===== src/rtl/core/cds_pkg.sv =====
// Shared types, constants and month tables for the calendar date stepper.
// No dependencies; every other file of the block but cds_checker imports this package.
package cds_pkg;

   localparam logic [13:0] MAX_YEAR     = 14'd9999;
   localparam logic [21:0] LAST_SERIAL  = 22'd3652058;
   // serial number of 2000-01-01, the reset date
   localparam logic [21:0] RESET_SERIAL = 22'd730119;

   // floor(p / 100) = (p * 5243) >> 19, exact for p below 43699
   localparam logic [12:0] DIV100_MUL   = 13'd5243;
   localparam int          DIV100_SHIFT = 19;
   // lower bound of s / 366, never above the exact quotient
   localparam logic [11:0] DIV366_MUL   = 12'd2864;
   localparam int          DIV366_SHIFT = 20;

   typedef enum logic [1:0] {
      FUNC_LOAD = 2'd0,
      FUNC_FWD  = 2'd1,
      FUNC_BACK = 2'd2,
      FUNC_DIFF = 2'd3
   } func_type;

   typedef enum logic [1:0] {
      ORD_EQUAL   = 2'd0,
      ORD_EARLIER = 2'd1,
      ORD_LATER   = 2'd2
   } ord_type;

   // operand of the shared year unit
   typedef enum logic [1:0] {
      YR_CUR,
      YR_NEXT,
      YR_GIVEN
   } yr_sel_type;

   typedef struct packed {
      logic       capture;
      yr_sel_type yr_sel;
      logic       check;
      logic       resolve;
      logic       step_add;
      logic       estimate;
      logic       y_inc;
      logic       base_sub;
      logic       month_step;
      logic       month_store;
      logic       out_write;
   } dp_cmd_type;

   typedef struct packed {
      func_type func;
      logic     year_at_max;
      logic     next_fits;
      logic     month_more;
      logic     out_free;
   } dp_status_type;

   function automatic logic [4:0] days_in_month(input logic [3:0] month, input logic leap);
      logic [4:0] len;
      unique case (month)
         4'd2:                      len = leap ? 5'd29 : 5'd28;
         4'd4, 4'd6, 4'd9, 4'd11:   len = 5'd30;
         default:                   len = 5'd31;
      endcase
      return len;
   endfunction

   function automatic logic [8:0] days_before_month(input logic [3:0] month,
                                                     input logic leap);
      logic [8:0] base;
      unique case (month)
         4'd2:    base = 9'd31;
         4'd3:    base = 9'd59;
         4'd4:    base = 9'd90;
         4'd5:    base = 9'd120;
         4'd6:    base = 9'd151;
         4'd7:    base = 9'd181;
         4'd8:    base = 9'd212;
         4'd9:    base = 9'd243;
         4'd10:   base = 9'd273;
         4'd11:   base = 9'd304;
         4'd12:   base = 9'd334;
         default: base = 9'd0;
      endcase
      if (leap && (month > 4'd2)) begin
         base = base + 9'd1;
      end
      return base;
   endfunction

endpackage


===== src/rtl/core/calendar_date_stepper.sv =====
// Top level of the calendar date stepper: sequencer plus datapath.
// Depends on cds_pkg, cds_ctrl, cds_datapath (and cds_year_unit below it).
//
// Usage:
//   The block holds one Gregorian date (0001-01-01 .. 9999-12-31). Each
//   request on the req_ stream carries an operation in req_tuser: load a
//   date, step forward or back by a day count, or compare against a date.
//   Every request yields exactly one response on the rsp_ stream with the
//   stored date after the operation, an error flag in rsp_tuser, and the
//   day difference and order for a compare.
// Timing:
//   One request at a time. Load and compare look up the given year in the
//   year unit, then check the date, resolve it and write the response. Steps
//   add or subtract the count and estimate a start year; the new year is then
//   found by a search that tries each candidate year in the shared two-stage
//   year unit, and the month walk then passes one month per cycle.
// Reset:
//   Synchronous, active high. The stored date returns to 2000-01-01 and the
//   response register empties.
// Backpressure:
//   A finished response waits in the output register; the next request is
//   accepted meanwhile, and only its own result holds until rsp_tready.
module calendar_date_stepper import cds_pkg::*; (
   input  logic        clock,
   input  logic        reset,
   input  logic        req_tvalid,
   output logic        req_tready,
   input  logic [39:0] req_tdata,  // day_in[4:0], month_in[8:5], year_in[22:9],
                                   // step_count[38:23], zero pad[39]
   input  logic [1:0]  req_tuser,  // func[1:0]
   output logic        rsp_tvalid,
   input  logic        rsp_tready,
   output logic [47:0] rsp_tdata,  // day_out[4:0], month_out[8:5], year_out[22:9],
                                   // day_difference[44:23], order[46:45], zero[47]
   output logic        rsp_tuser   // error_flag
);

   dp_cmd_type    cmd;
   dp_status_type status;

   // sequence each request through the datapath
   cds_ctrl u_ctrl (
      .clock      (clock),
      .reset      (reset),
      .req_tvalid (req_tvalid),
      .req_tready (req_tready),
      .status     (status),
      .cmd        (cmd)
   );

   // hold the date, do the arithmetic and drive the response register
   cds_datapath u_datapath (
      .clock      (clock),
      .reset      (reset),
      .req_tdata  (req_tdata),
      .req_tuser  (req_tuser),
      .rsp_tvalid (rsp_tvalid),
      .rsp_tready (rsp_tready),
      .rsp_tdata  (rsp_tdata),
      .rsp_tuser  (rsp_tuser),
      .cmd        (cmd),
      .status     (status)
   );

endmodule


===== src/rtl/core/cds_year_unit.sv =====
// Two-stage year unit: days before January 1 of a year, and its leap flag.
// Depends on cds_pkg for the divide-by-100 reciprocal.
module cds_year_unit import cds_pkg::*; (
   input  logic        clock,
   input  logic [13:0] operand,
   output logic [21:0] dby,
   output logic        leap
);

   logic [13:0] p_ff, p_in;
   logic [7:0]  qp_ff, qp_in;
   logic        quad_ff, quad_in;
   logic [21:0] dby_ff, dby_in;
   logic        leap_ff, leap_in;

   logic [26:0] q_prod;
   logic [13:0] rem100;
   logic        century;
   logic [22:0] dby_wide;

   // stage A: p = year - 1, floor(p / 100)
   assign p_in    = operand - 14'd1;
   assign q_prod  = 27'(p_in) * 27'(DIV100_MUL);
   assign qp_in   = 8'(q_prod >> DIV100_SHIFT);
   assign quad_in = (operand[1:0] == 2'b00);

   // stage B: year divisible by 100 exactly when p mod 100 is 99
   assign rem100   = p_ff - 14'(qp_ff * 14'd100);
   assign century  = (rem100 == 14'd99);
   assign leap_in  = quad_ff && (!century || (qp_ff[1:0] == 2'b11));
   assign dby_wide = 23'(p_ff) * 23'd365 + 23'(p_ff >> 2) - 23'(qp_ff) + 23'(qp_ff >> 2);
   assign dby_in   = dby_wide[21:0];

   always_ff @(posedge clock) begin
      p_ff    <= p_in;
      qp_ff   <= qp_in;
      quad_ff <= quad_in;
      dby_ff  <= dby_in;
      leap_ff <= leap_in;
   end

   assign dby  = dby_ff;
   assign leap = leap_ff;

endmodule


===== src/rtl/core/cds_datapath.sv =====
// Datapath of the calendar date stepper: stored date, serial arithmetic,
// year search, month walk and result register. Depends on cds_pkg, cds_year_unit.
module cds_datapath import cds_pkg::*; (
   input  logic          clock,
   input  logic          reset,
   input  logic [39:0]   req_tdata,
   input  logic [1:0]    req_tuser,
   output logic          rsp_tvalid,
   input  logic          rsp_tready,
   output logic [47:0]   rsp_tdata,
   output logic          rsp_tuser,
   input  dp_cmd_type    cmd,
   output dp_status_type status
);

   func_type    func_ff, func_in;
   logic [4:0]  in_day_ff, in_day_in;
   logic [3:0]  in_month_ff, in_month_in;
   logic [13:0] in_year_ff, in_year_in;
   logic [15:0] in_count_ff, in_count_in;

   logic [4:0]  stored_day_ff, stored_day_in;
   logic [3:0]  stored_month_ff, stored_month_in;
   logic [13:0] stored_year_ff, stored_year_in;
   logic [21:0] cur_ff, cur_in;

   logic [13:0] y_ff, y_in;
   logic [3:0]  m_ff, m_in;
   logic [8:0]  rem_ff, rem_in;
   logic        leap_keep_ff, leap_keep_in;
   logic [21:0] g_ff, g_in;
   logic        valid_ff, valid_in;

   logic        res_err_ff, res_err_in;
   logic [21:0] res_diff_ff, res_diff_in;
   ord_type     res_ord_ff, res_ord_in;

   logic        rsp_valid_ff, rsp_valid_in;
   logic [47:0] rsp_data_ff, rsp_data_in;
   logic        rsp_user_ff, rsp_user_in;

   logic [13:0] yu_operand;
   logic [21:0] yu_dby;
   logic        yu_leap;
   logic [22:0] fwd_sum;
   logic [33:0] est_prod;
   logic [4:0]  dim_cur;

   always_comb begin
      unique case (cmd.yr_sel)
         YR_NEXT:  yu_operand = y_ff + 14'd1;
         YR_GIVEN: yu_operand = in_year_ff;
         default:  yu_operand = y_ff;
      endcase
   end

   cds_year_unit u_year (
      .clock   (clock),
      .operand (yu_operand),
      .dby     (yu_dby),
      .leap    (yu_leap)
   );

   assign fwd_sum  = {1'b0, cur_ff} + 23'(in_count_ff);
   assign est_prod = 34'(cur_ff) * 34'(DIV366_MUL);
   assign dim_cur  = days_in_month(m_ff, leap_keep_ff);

   always_comb begin
      func_in         = func_ff;
      in_day_in       = in_day_ff;
      in_month_in     = in_month_ff;
      in_year_in      = in_year_ff;
      in_count_in     = in_count_ff;
      stored_day_in   = stored_day_ff;
      stored_month_in = stored_month_ff;
      stored_year_in  = stored_year_ff;
      cur_in          = cur_ff;
      y_in            = y_ff;
      m_in            = m_ff;
      rem_in          = rem_ff;
      leap_keep_in    = leap_keep_ff;
      g_in            = g_ff;
      valid_in        = valid_ff;
      res_err_in      = res_err_ff;
      res_diff_in     = res_diff_ff;
      res_ord_in      = res_ord_ff;
      rsp_data_in     = rsp_data_ff;
      rsp_user_in     = rsp_user_ff;
      rsp_valid_in    = rsp_valid_ff && !rsp_tready;

      if (cmd.capture) begin
         func_in     = func_type'(req_tuser);
         in_day_in   = req_tdata[4:0];
         in_month_in = req_tdata[8:5];
         in_year_in  = req_tdata[22:9];
         in_count_in = req_tdata[38:23];
      end

      if (cmd.check) begin
         valid_in = (in_year_ff != 14'd0) && (in_year_ff <= MAX_YEAR) &&
                    (in_month_ff != 4'd0) && (in_month_ff <= 4'd12) &&
                    (in_day_ff != 5'd0) &&
                    (in_day_ff <= days_in_month(in_month_ff, yu_leap));
         g_in     = yu_dby + 22'(days_before_month(in_month_ff, yu_leap)) +
                    22'(in_day_ff) - 22'd1;
      end

      if (cmd.resolve) begin
         res_err_in  = !valid_ff;
         res_diff_in = '0;
         res_ord_in  = ORD_EQUAL;
         if (valid_ff) begin
            if (func_ff == FUNC_LOAD) begin
               stored_day_in   = in_day_ff;
               stored_month_in = in_month_ff;
               stored_year_in  = in_year_ff;
               cur_in          = g_ff;
            end else begin
               if (g_ff > cur_ff) begin
                  res_diff_in = g_ff - cur_ff;
                  res_ord_in  = ORD_EARLIER;
               end else if (cur_ff > g_ff) begin
                  res_diff_in = cur_ff - g_ff;
                  res_ord_in  = ORD_LATER;
               end
            end
         end
      end

      if (cmd.step_add) begin
         res_err_in  = 1'b0;
         res_diff_in = '0;
         res_ord_in  = ORD_EQUAL;
         if (func_ff == FUNC_FWD) begin
            if (fwd_sum > 23'(LAST_SERIAL)) begin
               cur_in     = LAST_SERIAL;
               res_err_in = 1'b1;
            end else begin
               cur_in = fwd_sum[21:0];
            end
         end else begin
            if (22'(in_count_ff) > cur_ff) begin
               cur_in     = '0;
               res_err_in = 1'b1;
            end else begin
               cur_in = cur_ff - 22'(in_count_ff);
            end
         end
      end

      if (cmd.estimate) begin
         y_in = 14'(est_prod >> DIV366_SHIFT) + 14'd1;
      end

      if (cmd.y_inc) begin
         y_in = y_ff + 14'd1;
      end

      if (cmd.base_sub) begin
         rem_in       = 9'(cur_ff - yu_dby);
         m_in         = 4'd1;
         leap_keep_in = yu_leap;
      end

      if (cmd.month_step) begin
         rem_in = rem_ff - 9'(dim_cur);
         m_in   = m_ff + 4'd1;
      end

      if (cmd.month_store) begin
         stored_day_in   = 5'(rem_ff) + 5'd1;
         stored_month_in = m_ff;
         stored_year_in  = y_ff;
      end

      if (cmd.out_write) begin
         rsp_valid_in = 1'b1;
         rsp_data_in  = {1'b0, res_ord_ff, res_diff_ff, stored_year_ff,
                         stored_month_ff, stored_day_ff};
         rsp_user_in  = res_err_ff;
      end
   end

   always_ff @(posedge clock) begin
      if (reset) begin
         stored_day_ff   <= 5'd1;
         stored_month_ff <= 4'd1;
         stored_year_ff  <= 14'd2000;
         cur_ff          <= RESET_SERIAL;
         rsp_valid_ff    <= 1'b0;
      end else begin
         stored_day_ff   <= stored_day_in;
         stored_month_ff <= stored_month_in;
         stored_year_ff  <= stored_year_in;
         cur_ff          <= cur_in;
         rsp_valid_ff    <= rsp_valid_in;
      end
   end

   always_ff @(posedge clock) begin
      func_ff      <= func_in;
      in_day_ff    <= in_day_in;
      in_month_ff  <= in_month_in;
      in_year_ff   <= in_year_in;
      in_count_ff  <= in_count_in;
      y_ff         <= y_in;
      m_ff         <= m_in;
      rem_ff       <= rem_in;
      leap_keep_ff <= leap_keep_in;
      g_ff         <= g_in;
      valid_ff     <= valid_in;
      res_err_ff   <= res_err_in;
      res_diff_ff  <= res_diff_in;
      res_ord_ff   <= res_ord_in;
      rsp_data_ff  <= rsp_data_in;
      rsp_user_ff  <= rsp_user_in;
   end

   assign status.func        = func_ff;
   assign status.year_at_max = (y_ff == MAX_YEAR);
   assign status.next_fits   = (yu_dby <= cur_ff);
   assign status.month_more  = (m_ff != 4'd12) && (rem_ff >= 9'(dim_cur));
   assign status.out_free    = !rsp_valid_ff || rsp_tready;

   assign rsp_tvalid = rsp_valid_ff;
   assign rsp_tdata  = rsp_data_ff;
   assign rsp_tuser  = rsp_user_ff;

endmodule


===== src/rtl/core/cds_ctrl.sv =====
// Sequencer of the calendar date stepper: walks each request through the
// datapath by commands and status. Depends on cds_pkg.
module cds_ctrl import cds_pkg::*; (
   input  logic          clock,
   input  logic          reset,
   input  logic          req_tvalid,
   output logic          req_tready,
   input  dp_status_type status,
   output dp_cmd_type    cmd
);

   typedef enum logic [3:0] {
      ST_IDLE,
      ST_DISPATCH,
      ST_GIVEN_A,
      ST_GIVEN_B,
      ST_CHECK,
      ST_RESOLVE,
      ST_STEP_ADD,
      ST_ESTIMATE,
      ST_SEARCH_A,
      ST_SEARCH_B,
      ST_SEARCH_CMP,
      ST_BASE_A,
      ST_BASE_B,
      ST_BASE_SUB,
      ST_MONTH,
      ST_OUTPUT
   } state_type;

   state_type state_ff, state_in;

   always_comb begin
      state_in = state_ff;
      cmd      = '0;
      cmd.yr_sel = YR_CUR;
      unique case (state_ff)
         ST_IDLE: begin
            if (req_tvalid) begin
               cmd.capture = 1'b1;
               state_in    = ST_DISPATCH;
            end
         end
         ST_DISPATCH: begin
            unique case (status.func)
               FUNC_LOAD, FUNC_DIFF: state_in = ST_GIVEN_A;
               FUNC_FWD, FUNC_BACK:  state_in = ST_STEP_ADD;
            endcase
         end
         ST_GIVEN_A: begin
            cmd.yr_sel = YR_GIVEN;
            state_in   = ST_GIVEN_B;
         end
         ST_GIVEN_B: state_in = ST_CHECK;
         ST_CHECK: begin
            cmd.check = 1'b1;
            state_in  = ST_RESOLVE;
         end
         ST_RESOLVE: begin
            cmd.resolve = 1'b1;
            state_in    = ST_OUTPUT;
         end
         ST_STEP_ADD: begin
            cmd.step_add = 1'b1;
            state_in     = ST_ESTIMATE;
         end
         ST_ESTIMATE: begin
            cmd.estimate = 1'b1;
            state_in     = ST_SEARCH_A;
         end
         ST_SEARCH_A: begin
            cmd.yr_sel = YR_NEXT;
            state_in   = status.year_at_max ? ST_BASE_A : ST_SEARCH_B;
         end
         ST_SEARCH_B: state_in = ST_SEARCH_CMP;
         ST_SEARCH_CMP: begin
            if (status.next_fits) begin
               cmd.y_inc = 1'b1;
               state_in  = ST_SEARCH_A;
            end else begin
               state_in = ST_BASE_A;
            end
         end
         ST_BASE_A: state_in = ST_BASE_B;
         ST_BASE_B: state_in = ST_BASE_SUB;
         ST_BASE_SUB: begin
            cmd.base_sub = 1'b1;
            state_in     = ST_MONTH;
         end
         ST_MONTH: begin
            if (status.month_more) begin
               cmd.month_step = 1'b1;
            end else begin
               cmd.month_store = 1'b1;
               state_in        = ST_OUTPUT;
            end
         end
         ST_OUTPUT: begin
            if (status.out_free) begin
               cmd.out_write = 1'b1;
               state_in      = ST_IDLE;
            end
         end
      endcase
   end

   always_ff @(posedge clock) begin
      if (reset) begin
         state_ff <= ST_IDLE;
      end else begin
         state_ff <= state_in;
      end
   end

   assign req_tready = (state_ff == ST_IDLE);

endmodule


===== config.mk =====
export PLATFORM = sky130hd
export DESIGN_NAME = calendar_date_stepper
export DESIGN_NICKNAME = d
export VERILOG_FILES = /design/src/rtl/core/cds_pkg.sv /design/src/rtl/core/calendar_date_stepper.sv /design/src/rtl/core/cds_year_unit.sv /design/src/rtl/core/cds_datapath.sv /design/src/rtl/core/cds_ctrl.sv
export SDC_FILE = /design/constraint.sdc
export NUM_CORES = 1
export LEC_CHECK = 0
export ABC_AREA = 0
export ABC_CLOCK_PERIOD_IN_PS = 20200
export BUFFER_PORTS_ARGS = -buffer_cell sky130_fd_sc_hd__buf_2
export CORE_MARGIN = 8
export CORE_UTILIZATION = 40
export DETAILED_ROUTE_END_ITERATION = 8
export GPL_TIMING_DRIVEN = 0
export PLACE_DENSITY = 0.56
export REMOVE_ABC_BUFFERS = 1
export SLEW_MARGIN = 20
export SYNTH_ARGS = -nofsm -noshare
export SYNTH_HDL_FRONTEND = slang
export SYNTH_SLANG_ARGS = --single-unit

===== constraint.sdc =====
create_clock -name clock -period 20.2 [get_ports clock]
set_input_delay 3.03 -clock clock [delete_from_list [all_inputs] [get_ports clock]]
set_output_delay 3.03 -clock clock [all_outputs]
set_load 0.02 [all_outputs]

==> metrics.md, run 1 <==
| Metric | Value |
|---|---|
| Slew headroom | `0.316` |
| Post-CTS Hold Buffers | `0` |
| Slew Viols, Final | `0` |
| # diodes | `0` |
| Tcrit/Tclk final | `0.499` |
| Sequential element share of the synthesized area | `0.240` |
| Clock root buffer | `clkbuf_16` |
| Pin count of the biggest net entering global routing | `52` |
| Vias after detailed routing | `21736` |
| CP startpoint kind | `flip-flop` |
| Actual slew at the worst max-slew pin | `1.02 ns` |
| Synth Area per Inst | `9.36 sq um` |
| First-pass GRT wire length | `121 mm` |
| Fill cells | `6912` |
| I/O pins | `97` |
| RSZ-0062 raised after global routing | `no` |
| Placed cells | `4005` |
| CORE AREA | `70100 sq um` |
| Worst skew pair latency | `0.55 ns` |
| Final Hold Violating Endpoints | `0` |
| Fraction of layout cells with a size suffix above 1 | `0.0668` |
| Port Buffers | `94` |
| Clock Pin Slew Worst Setup and Hold Paths | `0.06 ns` |
| Synth warn | `0` |
| H-tree levels | `2` |
| CP Class | `reg2reg` |
| GPL Wtd Cong | `0.936` |
| Crit-path max FO | `26` |
| Initial antenna violation count | `0` |
| TritonRoute pass-1 iters | `7` |
| Postcts setup bufs | `0` |
| CTS resizes | `0` |
| Slowest CP cell | `ha_1` |
| Yosys top cell area share | `0.213` |
| Slowest stage delay, CP | `0.81 ns` |
| Post-synth EDFFs | `141` |
| Max cap viols | `0` |
| DR vias/cell | `5.34` |
| Floorplan row count | `97` |
| Async SR Flop Fraction | `0` |
| Drt total wl | `76.3 mm` |
| DRT antenna net count | `0` |
| Critical path arrival | `10.55 ns` |
| DP Wirelength | `62.3 mm` |
| Final Critical Period | `10.08 ns` |
| Full die area | `79800 sq um` |
| Vias in the first global route | `22047` |
| Min-delay worst type | `reg2reg` |
| Outcome | `finished clean` |
| Die X-Extent | `282 um` |
| Initial DRC count | `1141` |
| Synth area leaders | `ha_1 (21%), edfxtp_1 (15%), fa_1 (14%), dfxtp_1 (9.1%), inv_1 (7.3%)` |
| Max Fclk | `99.2 MHz` |
| CTS tree | `yes` |
| Final non-filler cell total | `4067` |
| Setup TNS | `0 ns` |
| Average wire per standard cell | `18.8 um` |
| FF-to-FF Start | `u_ctrl.state_ff[0]` |
| Initial Util | `0.405` |
| Worst clock skew | `0.0218 ns` |
| Num CTS Buffers | `34` |
| GR Util All Layers | `0.190` |
| Die H | `282 um` |
| Total congestion overflow | `0` |
| Synth Instances | `3034` |
| Seq cells post-synth | `270` |
| CTS max path bufs | `3` |
| CP required | `20.67 ns` |
| Hold_sp | `u_datapath.res_err_ff` |
| Critical Path Sink Type | `flip-flop` |
| Clock sink total | `270` |
| Nets@finish | `3834` |
| Area of the mapped netlist | `28400 sq um` |
| Area grow syn2layout | `9.55%` |
| Setup violations, final | `0` |
| Critical path origin | `u_ctrl.state_ff[0]` |
| Netlist cell types | `94` |
| Residual DRC | `0` |
| Predominant post-synthesis flop cell | `edfxtp_1` |
| Synth area leader | `ha_1` |
## sequential cells by signal, summed over array words and instances (netlist names), 14 cells and up, named ones only
register,count
u_datapath.cur_ff,22
u_datapath.g_ff,22
u_datapath.in_count_ff,16
u_datapath.in_year_ff,14
u_datapath.u_year.dby,22
u_datapath.u_year.p_ff,14
u_datapath.y_ff,14
u_datapath.res_diff_ff,22
u_datapath.rsp_tdata,47
u_datapath.stored_year_ff,14
## kinds of logic (layout without fill, tap and decap cells)
logic type,count (synthesis),count (layout),synth area share
xor+xnor,174,174,0.0539
fa+ha+maj,687,687,0.357
compound gates,619,619,0.149
mux,24,24,0.00872
simple gates,630,630,0.108
buf+inv,629,722,0.0836
other cells,1,1,0.000132
flops,270,270,0.240
## metal layers
metal | wire [um] | track usage
met1 | 32800 | 0.234
met2 | 37900 | 0.341
met3 | 3080 | 0.0230
met4 | 2530 | 0.0623
met5 | 0 | 0
## area by class of cell
| type | instances | area [sq um] | area share |
|---|---|---|---|
| clock buffers | 44 | 951 | 0.0306 |
| clock inverters | 18 | 178 | 0.00571 |
| inverters | 553 | 2080 | 0.0667 |
| multi-input cells | 2135 | 19300 | 0.619 |
| flip-flops and latches | 270 | 6820 | 0.219 |
| well taps | 940 | 1180 | 0.0378 |
| repair buffers | 107 | 647 | 0.0208 |
## path summary, 6_finish.rpt
path	to	slack, ns	cells after the start
min reg2reg	u_datapath.rsp_tuser	0.42	0
max reg2reg	u_datapath.u_year.qp_ff[7]	10.12	29
max	u_datapath.u_year.qp_ff[7]	10.12	29
min	u_datapath.rsp_tuser	0.42	0
## metrics by stage
stage                util  worst slack, ns  instance area, sq um  hold slack [ns]
floorplan               -            11.96                 28100            0.400
finish              0.443            10.12                 31100            0.423
detailed placement  0.427            10.17                 30000            0.407
CTS                 0.443            10.09                 31100            0.423
global route        0.443             9.30                 31100            0.440
global placement    0.424            10.38                 29700            0.406
## placed cells by master (no fill, tap or decap), types with 26 or more instances in the layout
cell type	count
ha_1	482
inv_1	549
nand2_1	188
edfxtp_1	141
xnor2_1	119
o21ai_0	85
a21oi_1	156
buf_2	93
clkbuf_16	36
nor2b_1	33
xor2_1	54
nor3_1	48
dfxtp_1	129
a21o_1	69
a311oi_1	26
nand4_1	28
nor2_1	153
nand3_1	40
fa_1	204
## critical path: cells and delay by family, from the launching register on
| kind | cells | cell delay (ns) |
|---|---|---|
| buffers and inverters | 4 | 0.39 |
| DFF | 1 | 0.55 |
| xor gates and xnor gates | 2 | 0.90 |
| adders and majority gates | 7 | 3.57 |
| AOI/OAI and AO/OA | 9 | 2.67 |
| and+or+nand+nor | 7 | 1.89 |
## synth_stat cells, drive strengths merged (10+ instances only)
master  count
inv       551
ha        483
fa        204
nand2     188
a21oi     156
nor2      154
edfxtp    141
dfxtp     129
xnor2     120
o21ai     101
clkbuf     70
a21o       69
nor3       56
xor2       54
nand3      42
nor2b      34
a311oi     28
nand4      28
and3       25
o21bai     23
a221oi     21
a31oi      21
nand2b     21
o21a       20
a211oi     18
mux2i      18
o211ai     18
or3        17
nor4       14
o31ai      14
a221o      13
a21boi     12
and2       12
o22ai      12
o221ai     10
Power of run 1 is left out: the tool's default activity adds up to more than one toggle a clock period on the data nets, which glitch-free logic cannot reach.
==> run 2: changes to the inputs <==
Settings changed: ABC_AREA 0 to 1, ABC_CLOCK_PERIOD_IN_PS 20200 to 10300.
Clock period 20.2 ns to 10.3 ns, I/O delays scaled along.
==> run 2 against run 1 <==
Effect of this change: count of clock-buffer cells in the layout did not move; first-iteration DRC count is 23% higher; sequential share of layout area is 1.2 points lower; global-route usage increased by 1.5 points; wire length increased by 15%; register-to-register slack got worse by 8.8 ns; utilization shrank 0.65 points.
==> metrics.md, run 2 <==
| Metric | Value |
|---|---|
| Nets@finish | `4536 (+18%)` |
| Synth cell count leaders | `inv_1 (723), nand2_1 (692), ha_1 (483)` |
| CTS resizes | `0 (unchanged)` |
| CP Class | `reg2reg` |
| Full die area | `84800 sq um (+6.3%)` |
| Yosys top cell area share | `0.199 (-0.0133)` |
| GPL Wtd Cong | `0.929 (-0.79%)` |
| Synth area leaders | `ha_1 (20%), edfxtp_1 (14%), fa_1 (13%), inv_1 (9.0%), nand2_1 (8.6%)` |
| Critical path arrival | `9.40 ns (-1.15 ns)` |
| Final Critical Period | `8.97 ns (-1.11 ns)` |
| Worst reg2reg endpoint | `u_datapath.u_year.qp_ff[4]` |
| DR vias/cell | `5.03 (-5.9%)` |
| DRT antenna net count | `0 (unchanged)` |
| Top-count cell post-synth | `inv_1` |
| Area of the mapped netlist | `30300 sq um (+6.7%)` |
| Pin count of the biggest net entering global routing | `43 (-17%)` |
| Commonest non-fill, non-tap cell in the layout | `inv_1` |
| Total congestion overflow | `0 (unchanged)` |
| Slowest CP cell | `xnor2_1` |
| DP Wirelength | `72.5 mm (+16%)` |
| FF-to-FF Start | `u_ctrl.state_ff[1]` |
| Slowest stage delay, CP | `0.69 ns (-0.12 ns)` |
| RSZ-0062 raised after global routing | `no` |
| I/O pins | `97 (unchanged)` |
| First-pass GRT wire length | `138 mm (+14%)` |
| Floorplan row count | `101 (+4.1%)` |
| Clock sink total | `270 (unchanged)` |
| CORE AREA | `75400 sq um (+7.5%)` |
| CTS tree | `yes` |
| Slew headroom | `0.249 (-0.0665)` |
| Die H | `291 um (+3.1%)` |
| Area grow syn2layout | `8.80%` |
| Commonest cells after routing, fill and taps aside | `inv_1 (721), nand2_1 (692), ha_1 (483), a21oi_1 (241), fa_1 (204)` |
| Flop2flop setup slack | `1.33 ns (-8.79 ns)` |
| Outcome | `finished clean` |
| Max reg flops | `47 (unchanged)` |
| Async SR Flop Fraction | `0 (unchanged)` |
| Fill cells | `7613 (+10%)` |
| Synth Area per Inst | `8.13 sq um (-13%)` |
| Clock Pin Slew Worst Setup and Hold Paths | `0.07 ns (about the same)` |
| Average wire per standard cell | `18.3 um (-2.3%)` |
| Max Fclk | `111 MHz (+12%)` |
| Synth warn | `0 (unchanged)` |
| Setup TNS | `0 ns (unchanged)` |
| Die X-Extent | `291 um (+3.1%)` |
| Max cap viols | `0 (unchanged)` |
| Min-delay worst type | `reg2reg` |
| Seq cells post-synth | `270 (unchanged)` |
| Num CTS Buffers | `35 (+2.9%)` |
| Critical Path Sink Type | `flip-flop` |
| Synth area leader | `ha_1` |
| # diodes | `0 (unchanged)` |
| Post-synth EDFFs | `141 (unchanged)` |
| CTS max path bufs | `3 (unchanged)` |
| Worst skew pair latency | `0.56 ns (about the same)` |
| Slew Viols, Final | `0 (unchanged)` |
| Actual slew at the worst max-slew pin | `1.13 ns (+0.108 ns)` |
| Netlist cell types | `70 (-26%)` |
| Hold_sp | `u_datapath.res_err_ff` |
| GR Util All Layers | `0.205 (+0.0153)` |
| CP startpoint kind | `flip-flop` |
| Postcts setup bufs | `0 (unchanged)` |
| Util after Layout | `0.437 (-0.00652)` |
| Sequential element share of the synthesized area | `0.225 (-0.0151)` |
| Worst R2R Path Depth | `32 (+10%)` |
| Hold Path End | `u_datapath.rsp_tuser` |
| Post-CTS Hold Buffers | `0 (unchanged)` |
| TritonRoute pass-1 iters | `5 (-2)` |
| Fraction of layout cells with a size suffix above 1 | `0.0770 (+0.0102)` |
| WP buf/inv | `12 (+8)` |
| Initial Util | `0.402 (-0.00321)` |
| Area of the multi-input gates | `20400 sq um (+5.7%)` |
| Setup violations, final | `0 (unchanged)` |
| Tcrit/Tclk final | `0.871 (+0.372)` |
| Clock root buffer | `clkbuf_16` |
| Initial antenna violation count | `0 (unchanged)` |
| Most Frequent Cell on Critical Path | `inv_1` |
| Register Area | `6820 sq um (unchanged)` |
| Hold Crit Depth | `0 (unchanged)` |
| Worst clock skew | `0.0217 ns (-0.000135 ns)` |
| Port Buffers | `94 (unchanged)` |
| CP required | `10.73 ns (-9.94 ns)` |
| Initial DRC count | `1403 (+23%)` |
| Vias in the first global route | `24296 (+10%)` |
| Drt total wl | `88.1 mm (+15%)` |
| Synth Instances | `3728 (+23%)` |
| H-tree levels | `2 (unchanged)` |
| Predominant post-synthesis flop cell | `edfxtp_1` |
| Crit-path max FO | `16 (-38%)` |
| Residual DRC | `0 (unchanged)` |
| Vias after detailed routing | `24176 (+11%)` |
| Final Hold Violating Endpoints | `0 (unchanged)` |
| Delay-heaviest family, CP | `adder cells` |
## run 2: worst max-delay path by stage
| stage | endpoint | start | depth (start not counted) | slack, ns |
|---|---|---|---|---|
| 4_1_cts | u_datapath.u_year.qp_ff[4] | u_ctrl.state_ff[1] | 31 | 1.35 |
| 6_report | u_datapath.u_year.qp_ff[4] | u_ctrl.state_ff[1] | 32 | 1.33 |
| 5_1_grt | u_datapath.u_year.qp_ff[4] | u_ctrl.state_ff[1] | 31 | 0.79 |
| 2_1_floorplan | u_datapath.u_year.qp_ff[4] | u_ctrl.state_ff[1] | 31 | 3.17 |
| 3_3_place_gp | u_datapath.u_year.qp_ff[6] | u_ctrl.state_ff[1] | 31 | 1.39 |
| 3_5_place_dp | u_datapath.u_year.qp_ff[4] | u_ctrl.state_ff[1] | 31 | 1.40 |
## run 2: logic make-up (layout without fill, tap and decap cells)
group           count (synthesis)  in the layout  synth area share
buf+inv                       817            918             0.104
flops                         270            270             0.225
other cells                     1              1          0.000124
xor+xnor                      172            172            0.0512
compound gates                584            584             0.111
simple gates                 1197           1197             0.174
fa+ha+maj                     687            687             0.334
## run 2: per-stage QoR
stage               cells  hold WS (ns)  worst slack (ns)  instance area, sq um
detailed placement   4744         0.406              1.40                 31800
global placement     4738         0.406              1.39                 31700
global route         4807         0.432             0.793                 33000
finish               4807         0.421              1.33                 33000
floorplan            3666         0.390              3.17                 30000
CTS                  4807         0.419              1.35                 33000
## run 2: final cells by class
cell class	instances	share of cell area
clock buffer	44	0.0276
sequential	270	0.207
clock inverter	19	0.00660
multi-input combinational	2641	0.618
timing repair buffer	100	0.0180
inverter	755	0.0861
tap	978	0.0371
## run 2: routing by layer
layer,share of wire,GRT usage,vias to the layer above
met1,0.45,0.271,11304
met3,0.048,0.0281,123
met4,0.035,0.0662,0
met2,0.46,0.344,528
li1,-,-,12221
met5,0,0,-
Power of run 2 is left out for the same reason.
